<file path="src/rtl/core/assert_macros.svh">
// ----------------------------------------------------------------------------
// assert_macros.svh
// Concurrent assertion helpers shared by the RTL. Empty under SYNTH.
// ----------------------------------------------------------------------------
`ifndef ASSERT_MACROS_SVH
`define ASSERT_MACROS_SVH

`ifndef SYNTH
// Property checked on every rising edge outside reset
`define ASSERT_ALWAYS(lbl, clk_i, rst_n_i, prop_i) \
	lbl: assert property (@(posedge clk_i) disable iff (!rst_n_i) (prop_i)) \
		else $error("assertion failed: lbl");
// Same-cycle implication
`define ASSERT_IMPLY(lbl, clk_i, rst_n_i, ante_i, cons_i) \
	lbl: assert property (@(posedge clk_i) disable iff (!rst_n_i) (ante_i) |-> (cons_i)) \
		else $error("assertion failed: lbl");
`else
`define ASSERT_ALWAYS(lbl, clk_i, rst_n_i, prop_i)
`define ASSERT_IMPLY(lbl, clk_i, rst_n_i, ante_i, cons_i)
`endif

`endif

</file>
<file path="src/rtl/core/lts_pkg.sv">
// ----------------------------------------------------------------------------
// lts_pkg
// Types, register indexes and constants of the line trace steering block.
// ----------------------------------------------------------------------------
`timescale 1ns / 1ps

package lts_pkg;

	// configuration port
	localparam int CFG_IDX_W  = 3;
	localparam int CFG_DATA_W = 20;

	localparam logic [CFG_IDX_W-1:0] REG_SETPOINT      = 3'd0;
	localparam logic [CFG_IDX_W-1:0] REG_PROP_GAIN     = 3'd1;
	localparam logic [CFG_IDX_W-1:0] REG_INTEG_GAIN    = 3'd2;
	localparam logic [CFG_IDX_W-1:0] REG_DERIV_GAIN    = 3'd3;
	localparam logic [CFG_IDX_W-1:0] REG_CLEAR_PERIOD  = 3'd4;
	localparam logic [CFG_IDX_W-1:0] REG_WARMUP_TICKS  = 3'd5;
	localparam logic [CFG_IDX_W-1:0] REG_END_THRESHOLD = 3'd6;

	// reset values
	localparam logic [9:0]  RST_SETPOINT      = 10'd555;
	localparam logic [15:0] RST_PROP_GAIN     = 16'd384;
	localparam logic [15:0] RST_INTEG_GAIN    = 16'd66;
	localparam logic [19:0] RST_DERIV_GAIN    = 20'd25600;
	localparam logic [15:0] RST_CLEAR_PERIOD  = 16'd250;
	localparam logic [15:0] RST_WARMUP_TICKS  = 16'd250;
	localparam logic [9:0]  RST_END_THRESHOLD = 10'd610;

	// pair sum saturation limits (22-bit signed)
	localparam logic signed [23:0] PAIR_SUM_MAX = 24'sd2097151;
	localparam logic signed [23:0] PAIR_SUM_MIN = -24'sd2097152;

	// steering and speed
	localparam logic signed [44:0] TURN_LIMIT_W = 45'sd100;
	localparam logic signed [7:0]  TURN_MAX     = 8'sd100;
	localparam logic signed [7:0]  TURN_MIN     = -8'sd100;
	localparam logic [6:0] GENTLE_TURN    = 7'd30;
	localparam logic [6:0] MODERATE_TURN  = 7'd50;
	localparam logic [6:0] SPEED_WARMUP   = 7'd50;
	localparam logic [6:0] SPEED_STRAIGHT = 7'd100;
	localparam logic [6:0] SPEED_CURVE    = 7'd90;
	localparam logic [6:0] SPEED_SHARP    = 7'd85;

	typedef struct packed {
		logic [9:0]  setpoint;
		logic [15:0] prop_gain_q8;
		logic [15:0] integ_gain_q16;
		logic [19:0] deriv_gain_q8;
		logic [15:0] integ_clear_period;
		logic [15:0] warmup_ticks;
		logic [9:0]  end_threshold;
	} cfg_t;

	// products and flags handed from the error stage to the steering stage
	typedef struct packed {
		logic signed [27:0] p_term;
		logic signed [38:0] i_term;
		logic signed [32:0] d_term;
		logic               past;
		logic               line_end;
	} terms_t;

endpackage

</file>
<file path="src/rtl/core/lts_cfg_regs.sv">
// ----------------------------------------------------------------------------
// lts_cfg_regs
// Configuration register file; writes keep only each register's width.
// ----------------------------------------------------------------------------
`timescale 1ns / 1ps

module lts_cfg_regs (
	input  logic                            clk,
	input  logic                            arst_n,
	input  logic                            cfg_we,
	input  logic [lts_pkg::CFG_IDX_W-1:0]   cfg_index,
	input  logic [lts_pkg::CFG_DATA_W-1:0]  cfg_data,
	output lts_pkg::cfg_t                   cfg
);
	import lts_pkg::*;

	cfg_t cfg_q;

	// register writes; unused indexes are dropped
	always_ff @(posedge clk or negedge arst_n) begin
		if (!arst_n) begin
			cfg_q.setpoint           <= RST_SETPOINT;
			cfg_q.prop_gain_q8       <= RST_PROP_GAIN;
			cfg_q.integ_gain_q16     <= RST_INTEG_GAIN;
			cfg_q.deriv_gain_q8      <= RST_DERIV_GAIN;
			cfg_q.integ_clear_period <= RST_CLEAR_PERIOD;
			cfg_q.warmup_ticks       <= RST_WARMUP_TICKS;
			cfg_q.end_threshold      <= RST_END_THRESHOLD;
		end else if (cfg_we) begin
			case (cfg_index)
				REG_SETPOINT:      cfg_q.setpoint           <= cfg_data[9:0];
				REG_PROP_GAIN:     cfg_q.prop_gain_q8       <= cfg_data[15:0];
				REG_INTEG_GAIN:    cfg_q.integ_gain_q16     <= cfg_data[15:0];
				REG_DERIV_GAIN:    cfg_q.deriv_gain_q8      <= cfg_data[19:0];
				REG_CLEAR_PERIOD:  cfg_q.integ_clear_period <= cfg_data[15:0];
				REG_WARMUP_TICKS:  cfg_q.warmup_ticks       <= cfg_data[15:0];
				REG_END_THRESHOLD: cfg_q.end_threshold      <= cfg_data[9:0];
				default: ;
			endcase
		end
	end

	assign cfg = cfg_q;

endmodule

</file>
<file path="src/rtl/core/lts_err_stage.sv">
// ----------------------------------------------------------------------------
// lts_err_stage
// Error, pair sum and tick counters; forms the three PID products.
// ----------------------------------------------------------------------------
`timescale 1ns / 1ps

module lts_err_stage (
	input  logic           clk,
	input  logic           arst_n,
	input  logic           en,
	input  logic [9:0]     light_s1,
	input  lts_pkg::cfg_t  cfg,
	output lts_pkg::terms_t terms_s2
);
	import lts_pkg::*;

	logic signed [10:0] prev_error_q;
	logic signed [21:0] pair_sum_q;
	logic [15:0]        clear_cnt_q;
	logic [15:0]        warmup_cnt_q;

	logic signed [10:0] err;
	logic signed [11:0] diff;
	logic [16:0]        next_count;
	logic               clear;
	logic signed [21:0] pair_base;
	logic signed [23:0] pair_raw;
	logic signed [21:0] pair_new;
	logic signed [27:0] p_prod;
	logic signed [38:0] i_prod;
	logic signed [32:0] d_prod;
	logic               past;

	// error and periodic clear of the pair sum
	always_comb begin
		err        = $signed({1'b0, light_s1}) - $signed({1'b0, cfg.setpoint});
		diff       = 12'(err) - 12'(prev_error_q);
		next_count = {1'b0, clear_cnt_q} + 17'd1;
		clear      = next_count > {1'b0, cfg.integ_clear_period};
		pair_base  = clear ? '0 : pair_sum_q;
	end

	// trapezoid step with saturation
	always_comb begin
		pair_raw = 24'(pair_base) + 24'(err) + 24'(prev_error_q);
		if (pair_raw > PAIR_SUM_MAX)
			pair_new = PAIR_SUM_MAX[21:0];
		else if (pair_raw < PAIR_SUM_MIN)
			pair_new = PAIR_SUM_MIN[21:0];
		else
			pair_new = pair_raw[21:0];
	end

	// gain products; gains are unsigned, widened by a zero sign bit
	always_comb begin
		p_prod = $signed({1'b0, cfg.prop_gain_q8}) * err;
		i_prod = $signed({1'b0, cfg.integ_gain_q16}) * pair_new;
		d_prod = $signed({1'b0, cfg.deriv_gain_q8}) * diff;
		past   = warmup_cnt_q >= cfg.warmup_ticks;
	end

	// controller state
	always_ff @(posedge clk or negedge arst_n) begin
		if (!arst_n) begin
			prev_error_q <= '0;
			pair_sum_q   <= '0;
			clear_cnt_q  <= '0;
			warmup_cnt_q <= '0;
		end else if (en) begin
			prev_error_q <= err;
			pair_sum_q   <= pair_new;
			clear_cnt_q  <= clear ? '0 : next_count[15:0];
			if (warmup_cnt_q != 16'hFFFF)
				warmup_cnt_q <= warmup_cnt_q + 16'd1;
		end
	end

	// stage register
	always_ff @(posedge clk) begin
		if (en) begin
			terms_s2.p_term   <= p_prod;
			terms_s2.i_term   <= i_prod;
			terms_s2.d_term   <= d_prod;
			terms_s2.past     <= past;
			terms_s2.line_end <= past && (light_s1 > cfg.end_threshold);
		end
	end

endmodule

</file>
<file path="src/rtl/core/lts_steer_stage.sv">
// ----------------------------------------------------------------------------
// lts_steer_stage
// Sums the PID terms at Q16, negates, truncates, clamps; picks the speed.
// ----------------------------------------------------------------------------
`timescale 1ns / 1ps

module lts_steer_stage (
	input  logic              clk,
	input  logic              en,
	input  lts_pkg::terms_t   terms_s2,
	output logic signed [7:0] turn,
	output logic [6:0]        forward,
	output logic              line_end
);
	import lts_pkg::*;

	logic signed [43:0] acc;
	logic signed [44:0] neg;
	logic signed [44:0] quo;
	logic signed [7:0]  turn_c;
	logic signed [7:0]  turn_abs;
	logic [6:0]         mag;
	logic [6:0]         speed;

	// common Q16 sum, negated
	always_comb begin
		acc = (44'(terms_s2.p_term) <<< 8) + 44'(terms_s2.i_term)
			+ (44'(terms_s2.d_term) <<< 8);
		neg = -(45'(acc));
	end

	// divide by 2^16 toward zero, then clamp
	always_comb begin
		quo = neg >>> 16;
		if (neg[44] && (|neg[15:0]))
			quo = quo + 45'sd1;
		if (quo > TURN_LIMIT_W)
			turn_c = TURN_MAX;
		else if (quo < -TURN_LIMIT_W)
			turn_c = TURN_MIN;
		else
			turn_c = quo[7:0];
	end

	// speed by turn size, or the warm-up speed until warm-up is past
	always_comb begin
		turn_abs = turn_c[7] ? -turn_c : turn_c;
		mag      = turn_abs[6:0];
		if (!terms_s2.past)
			speed = SPEED_WARMUP;
		else if (mag < GENTLE_TURN)
			speed = SPEED_STRAIGHT;
		else if (mag < MODERATE_TURN)
			speed = SPEED_CURVE;
		else
			speed = SPEED_SHARP;
	end

	// result register
	always_ff @(posedge clk) begin
		if (en) begin
			turn     <= turn_c;
			forward  <= speed;
			line_end <= terms_s2.line_end;
		end
	end

endmodule

</file>
<file path="src/rtl/core/line_trace_pid_steering.sv">
// ----------------------------------------------------------------------------
// line_trace_pid_steering
// PID line-follower steering with forward speed and line-end flag.
// ----------------------------------------------------------------------------
// One light sample word is accepted per clock while in_stall is low; each
// gives one result word (turn, forward, line_end) through the input, error
// stage and result registers. The rate is one word per cycle while no stall
// holds the flow, set by the update of the controller state (previous error,
// pair sum, clear and warm-up counters) in the error stage; a stall on the
// output backs up through three registered stages before the input stalls.
// Configuration writes take effect on the next clock.
`timescale 1ns / 1ps
`include "assert_macros.svh"

module line_trace_pid_steering (
	input  logic                            clk,
	input  logic                            arst_n,
	input  logic                            cfg_we,
	input  logic [lts_pkg::CFG_IDX_W-1:0]   cfg_index,
	input  logic [lts_pkg::CFG_DATA_W-1:0]  cfg_data,
	input  logic                            in_valid,
	output logic                            in_stall,
	input  logic [9:0]                      light,
	output logic                            out_valid,
	input  logic                            out_stall,
	output logic signed [7:0]               turn,
	output logic [6:0]                      forward,
	output logic                            line_end
);
	import lts_pkg::*;

	cfg_t   cfg;
	terms_t terms_s2;

	logic       valid_s1;
	logic       valid_s2;
	logic       valid_q;
	logic [9:0] light_s1;
	logic       adv_s2;
	logic       adv_out;
	logic       accept;

	// pipeline flow control
	always_comb begin
		adv_out  = valid_s2 && (!valid_q || !out_stall);
		adv_s2   = valid_s1 && (!valid_s2 || adv_out);
		in_stall = valid_s1 && !adv_s2;
		accept   = in_valid && !in_stall;
	end

	always_ff @(posedge clk or negedge arst_n) begin
		if (!arst_n) begin
			valid_s1 <= 1'b0;
			valid_s2 <= 1'b0;
			valid_q  <= 1'b0;
		end else begin
			if (accept)
				valid_s1 <= 1'b1;
			else if (adv_s2)
				valid_s1 <= 1'b0;
			if (adv_s2)
				valid_s2 <= 1'b1;
			else if (adv_out)
				valid_s2 <= 1'b0;
			if (adv_out)
				valid_q <= 1'b1;
			else if (!out_stall)
				valid_q <= 1'b0;
		end
	end

	// input register
	always_ff @(posedge clk) begin
		if (accept)
			light_s1 <= light;
	end

	lts_cfg_regs u_cfg (
		.clk       (clk),
		.arst_n    (arst_n),
		.cfg_we    (cfg_we),
		.cfg_index (cfg_index),
		.cfg_data  (cfg_data),
		.cfg       (cfg)
	);

	lts_err_stage u_err (
		.clk      (clk),
		.arst_n   (arst_n),
		.en       (adv_s2),
		.light_s1 (light_s1),
		.cfg      (cfg),
		.terms_s2 (terms_s2)
	);

	lts_steer_stage u_steer (
		.clk      (clk),
		.en       (adv_out),
		.terms_s2 (terms_s2),
		.turn     (turn),
		.forward  (forward),
		.line_end (line_end)
	);

	assign out_valid = valid_q;

	// checks
	`ASSERT_IMPLY(a_turn_range, clk, arst_n, out_valid,
		(turn <= TURN_MAX) && (turn >= TURN_MIN))
	`ASSERT_IMPLY(a_speed_code, clk, arst_n, out_valid,
		(forward == SPEED_WARMUP) || (forward == SPEED_STRAIGHT) ||
		(forward == SPEED_CURVE) || (forward == SPEED_SHARP))
	`ASSERT_IMPLY(a_end_after_warmup, clk, arst_n, out_valid && line_end,
		forward != SPEED_WARMUP)
	`ASSERT_ALWAYS(a_stall_only_full, clk, arst_n,
		!in_stall || (valid_s1 && valid_s2 && valid_q && out_stall))

endmodule
</file>
<file path="config.mk">
export PLATFORM = sky130hd
export DESIGN_NAME = line_trace_pid_steering
export DESIGN_NICKNAME = d
export VERILOG_FILES = /design/src/rtl/core/lts_pkg.sv /design/src/rtl/core/lts_cfg_regs.sv /design/src/rtl/core/lts_err_stage.sv /design/src/rtl/core/lts_steer_stage.sv /design/src/rtl/core/line_trace_pid_steering.sv
export VERILOG_INCLUDE_DIRS = /design/src /design/src/rtl/core
export SDC_FILE = /design/constraint.sdc
export NUM_CORES = 2
export LEC_CHECK = 0
export BUFFER_PORTS_ARGS = -buffer_cell sky130_fd_sc_hd__buf_2
export CAP_MARGIN = 15
export CORE_UTILIZATION = 65
export DETAILED_ROUTE_END_ITERATION = 8
export HOLD_SLACK_MARGIN = 0.12
export MAX_ROUTING_LAYER = met4
export PLACE_DENSITY = 0.81
export SLEW_MARGIN = 20
export SYNTH_ARGS = -nofsm -noshare
export SYNTH_HDL_FRONTEND = slang
export SYNTH_SLANG_ARGS = --single-unit
</file>
<file path="constraint.sdc">
create_clock -name clk -period 23.1 [get_ports clk]
set_input_delay 4.62 -clock clk [delete_from_list [all_inputs] [get_ports clk]]
set_output_delay 4.62 -clock clk [all_outputs]
set_load 0.02 [all_outputs]
</file>
Word level (Yosys, flattened, before mapping). Index checks and enable logic that the tools add are counted.

Bits in registers: 300. Input port bits: 38. Output and inout port bits: 18. Logic and storage cells: 98.

Add/subtract/negate cells: 11. $mul: 3. $lt $le $gt $ge: 9. Equal/unequal tests: 8. Multiplexer cells: 16. Bitwise operators: 1. Reduce and logical (&&, ||, !) cells: 26.

Operators by type and width (count): $mux 22 (3); $gt 45x8->1 const B (1); $lt 45x8->1 const B (1); $mux 45 (1); $neg 44->45 (1); $add 40x41->42 (1); $add 36x39->40 (1); $mul 17x22->39 (1); $mul 21x12->33 (1); $add 29x2->30 const B (1); $mul 17x11->28 (1); $add 23x11->24 (1); $gt 24x22->1 const B (1); $lt 24x22->1 const B (1); $add 22x11->23 (1); $add 16x1->17 const B (1); $gt 17x16->1 (1); $add 16x1->16 const B (1); $ge 16x16->1 (1); $mux 16 (1); $mux 8 (2); $ne 16x16->1 const B (1); $reduce_and 2->1 (8); $reduce_or 16->1 (1); 20 further kinds (40).

Depth between registers and ports, before layout.
Depth after elaboration: 14. Mapped depth: 73. Gate-level depth less buffers: 69.

Cells and area by module. Synthesis repeated with hierarchy kept, for this count alone.

Cells, all modules: 5320. Area, all modules: 50023.0 um^2.

Modules (own cells, without submodules): lts_err_stage (instances 1, cells an instance 4131, area an instance 38479.4 um^2, sequential area each 4689.5 um^2); lts_steer_stage (instances 1, cells an instance 941, area an instance 6999.2 um^2, sequential area each 480.5 um^2); lts_cfg_regs (instances 1, cells an instance 226, area an instance 4112.7 um^2, sequential area each 2637.5 um^2); line_trace_pid_steering (instances 1, cells an instance 22, area an instance 431.7 um^2, sequential area each 375.4 um^2).

Worst setup path before layout. OpenSTA, ideal clock, no wires.

Path type: register to register. Start: register u_err.clear_cnt_q[2]. End: register, netlist name u_err.terms_s2[73]. Library setup time: 0.260 ns. Data arrival time: 13.980 ns. Data required time: 22.840 ns. Slack: 8.860 ns. Cell stages (with the launch flop): 67. Buffers on the path: 5. Period minus slack after synthesis: 14.240 ns. Cell sequence: dfrtp_1 > and3_1 > and3_1 > and3_1 > and3_1 > and3_1 > clkbuf_1 > xor2_1 > ha_1 > a21o_1 > a21oi_1 > o21ai_0 > a21o_1 > a21o_1 > a21oi_1 > nor2_1 > a31oi_1 > clkbuf_1 > [... 31 more ...] > fa_1 > inv_1 > ha_1 > and2_1 > o21a_1 > o31ai_1 > o211ai_1 > a31oi_1 > a21oi_1 > a41oi_1 > a21oi_1 > a21oi_1 > nor2b_1 > o21ai_0 > a21oi_1 > a21o_1 > a21oi_1 > xnor2_1.

Word-level cells in the longest chain between the ends: 9. Elaborated cells on any way between the ends: 10. Classes of those cells: 3 x add/sub; 1 x mul; 3 x order compare; 3 x mux.

Ends and longest elaborated chain: from (decl) (line lts_err_stage.sv:19) `logic [15:0] clear_cnt_q;`; from (signal assigned) (line lts_err_stage.sv:72) `clear_cnt_q <= clear ? '0 : next_count[15:0];`; $add 16x1->17 * (line lts_err_stage.sv:38) `next_count = {1'b0, clear_cnt_q} + 17'd1;`; $gt 17x16->1 * (line lts_err_stage.sv:39) `clear = next_count > {1'b0, cfg.integ_clear_period};`; $mux 22 * (line lts_err_stage.sv:40) `pair_base = clear ? '0 : pair_sum_q;`; $add 22x11->23 * (line lts_err_stage.sv:45) `pair_raw = 24'(pair_base) + 24'(err) + 24'(prev_error_q);`; $add 23x11->24 * (line lts_err_stage.sv:45); $lt 24x22->1 (line lts_err_stage.sv:48) `else if (pair_raw < PAIR_SUM_MIN)`; $mux 22 (line lts_err_stage.sv:48); $mux 22 * (line lts_err_stage.sv:46) `if (pair_raw > PAIR_SUM_MAX)`; $mul 17x22->39 * (line lts_err_stage.sv:57) `i_prod = $signed({1'b0, cfg.integ_gain_q16}) * pair_new;`; via u_err.i_prod[38] (line lts_err_stage.sv:30) `logic signed [38:0] i_prod;`.

Mark *: on every way through the listed nets, which the timed path passes. The rest lies on a longest branch. A chain may end at the register's enable or synchronous reset.

Final worst setup path.
Start: register u_err.clear_cnt_q[2]. End: register, netlist name u_err.terms_s2[73].

Word-level cells in the longest chain between the ends: 9. Elaborated cells on any way between the ends: 10. Classes of those cells: 3 x add/sub; 1 x mul; 3 x order compare; 3 x mux.

Ends and longest elaborated chain (line): $add 16x1->17 * (lts_err_stage.sv:38); $gt 17x16->1 * (lts_err_stage.sv:39); $mux 22 * (lts_err_stage.sv:40); $add 22x11->23 * (lts_err_stage.sv:45); $add 23x11->24 * (lts_err_stage.sv:45); $lt 24x22->1 (lts_err_stage.sv:48); $mux 22 (lts_err_stage.sv:48); $mux 22 * (lts_err_stage.sv:46); $mul 17x22->39 * (lts_err_stage.sv:57); via u_err.i_prod[38] (lts_err_stage.sv:30).

Marks and branches as above.

==> run metrics <==
remaining routing DRC violations 0; post-synthesis register bit count 300; Clock Latency Late Sink 0.58 ns; Hold-fix buffers, CTS 0; CP Depth 64; Final ANT Viol Nets 0; CTS tree built; mean post-synth cell area 9.44 um2; worst flop-to-flop path endpoint u_err.terms_s2[73]$_DFFE_PP_; first-pass GRT wire length 180 mm; routed len/inst 19.6 um; Post-Route WL 110 mm; vias in the first global route 34,687; Worst R2R Start u_err.clear_cnt_q[2]$_DFFE_PN0P_; FFs w/ async S/R, synth 0.573; Netlist cell types 85; GR Overflow Total 0; Min-Delay Path Class reg2reg; clk buf depth 3; DR vias/cell 5.86; final setup vio count 0; cts repair resizes 0; Die Area 70,200 um2; R2R depth 64; Post-synth EDFFs 128; origin of the worst setup path u_err.clear_cnt_q[2]$_DFFE_PN0P_; CP bufs+invs 7; Num CTS Buffers 36; Worst R2R Setup Slack 7.65 ns; CTS sink cnt 300; routed vias 33,097; CP Data Required Time 23.39 ns; Mapped Area 44,900 um2; slew margin rel. 0.252; synth-to-layout area growth 5.40%; die width 265 um; Crit Path Max Fanout 31; pin count of the biggest net entering global routing 99; status completed; commonest cells after routing, fill and taps aside 913 x inv_1, 715 x fa_1, 559 x nand2_1; post-route minimum period 15.45 ns; Placed Area 46,100 um2; Slew Viols, Final 0; fin cells 5,648; Worst-Margin Slew 1.12 ns; Crit. End Element register; Crit path top cell by count a21oi_1; Inst Count DP 5,580; critical path's top delay family compound AO/OA/AOI/OAI gates; Core Util, Final 0.691; core footprint 68,500 um2; nets 5,880; ys flop type dfrtp_1; DRT Pass-1 Iters 6; hpwl dp 87.2 mm; critical path capture point u_err.terms_s2[73]$_DFFE_PP_; Max Fclk 0.0647 GHz; Yosys warning total 0; Layout fillers 5,119; Worst EP arrival 15.74 ns; unrepaired setup endpoints after global routing no; die span in y 265 um; Synth Net Count 5,902; cell count after synthesis 4,758; max_cap viols 0; final hold violation count 0; Slowest-stage cell, CP fa_1; antenna violations before repair 2; Crit path largest cell delay 0.58 ns; initial drt markers 2,545; GPL Wtd Cong 0.967; root buffer cell clkbuf_16; Initial Util 0.656; Rows 96; design area 47,300 um2; register area share after synthesis 0.182; IO Port Bufs 55; GRT Util Overall 0.337; most common cell after layout, fill and taps aside inv_1; Setup TNS 0 ns; CTS clk-pin slew, worst paths 0.06 ns; Clock Skew 0.0389 ns; H-tree Lvls 2; IO Pins 56; CP startpoint kind register; crit share post-route 0.669; fraction of final layout cells sized beyond drive strength 1 0.0775; Post-CTS Setup Repair Bufs 0; crit path kind reg2reg
## layout make-up
type                    count  area, um2  share of cell area
clock inverters            20        183             0.00386
repair buffers            107        672              0.0142
flip-flops and latches    300       8180               0.173
well taps                 882       1100              0.0233
diodes                      2       5.00            0.000106
clock buffers              46        980              0.0207
multi-input cells        3377      32800               0.692
inverters                 914       3440              0.0726
## registers in the layout, summed over array words and instances (netlist names), 7 cells and up
register            cells
u_steer.forward         7
u_cfg.cfg             104
light_s1               10
u_err.clear_cnt_q      16
u_err.prev_error_q     11
u_steer.turn            8
u_err.pair_sum_q       22
u_err.warmup_cnt_q     16
u_err.terms_s2        102
## through the flow
step	worst slack (ns)	hold slack (ns)
after floorplan	8.86	0.400
after global routing	6.44	0.445
after global placement	7.97	0.447
after detailed placement	7.66	0.435
after CTS	7.61	0.443
final	7.65	0.440
## worst min path at each step
stage                                 from                         end  slack, ns  cells past startpoint
2_1_floorplan  u_err.terms_s2[0]$_DFFE_PP_  u_steer.line_end$_DFFE_PP_       0.40                      0
3_3_place_gp   u_err.terms_s2[0]$_DFFE_PP_  u_steer.line_end$_DFFE_PP_       0.45                      0
3_5_place_dp   u_err.terms_s2[0]$_DFFE_PP_  u_steer.line_end$_DFFE_PP_       0.43                      0
4_1_cts        u_err.terms_s2[0]$_DFFE_PP_  u_steer.line_end$_DFFE_PP_       0.44                      0
5_1_grt        u_err.terms_s2[0]$_DFFE_PP_  u_steer.line_end$_DFFE_PP_       0.44                      0
6_report       u_err.terms_s2[0]$_DFFE_PP_  u_steer.line_end$_DFFE_PP_       0.44                      0
## cells in the mapped netlist, drive strengths merged, types with 16 or more instances
master / number / area share
a211oi: 20 / 0.0033
dfrtp: 144 / 0.080
a21oi: 112 / 0.012
nand4: 33 / 0.0046
nor2b: 52 / 0.0072
o211ai: 17 / 0.0028
nor4: 16 / 0.0030
o21bai: 18 / 0.0030
o21ai: 151 / 0.017
nand3: 64 / 0.0071
nor2: 176 / 0.015
and2: 283 / 0.039
and3: 34 / 0.0047
o21a: 35 / 0.0058
a21o: 52 / 0.0087
inv: 914 / 0.076
fa: 715 / 0.32
a31oi: 16 / 0.0022
ha: 391 / 0.11
or2: 36 / 0.0050
clkbuf: 162 / 0.014
or3: 21 / 0.0029
dfstp: 28 / 0.016
a21boi: 20 / 0.0033
xor2: 51 / 0.0099
edfxtp: 128 / 0.086
mux2: 101 / 0.025
nand2: 559 / 0.047
nand2b: 78 / 0.011
xnor2: 135 / 0.026
nor3: 62 / 0.0073
## metal layers
metal  vias up  global-route usage  routed length, um
met5         -                   -                  0
met4         0               0.138               5070
met3       317              0.0570               9100
met2      1355               0.530              51700
met1     16451               0.437              44600
li1      14974                   -                  -
## kinds of logic (layout without fill, tap and decap cells)
kind of cell | after synthesis | after routing | share of synthesized area
mux | 108 | 108 | 0.0269
other cells | 0 | 2 | 0
flops | 300 | 300 | 0.182
simple gates | 1448 | 1448 | 0.160
buf+inv | 1081 | 1087 | 0.0905
fa+ha+maj | 1106 | 1106 | 0.428
compound gates | 529 | 529 | 0.0764
xor+xnor | 186 | 186 | 0.0363
Power is left out: the tool's default activity adds up to more than one toggle a clock period on the data nets, which glitch-free logic cannot reach.
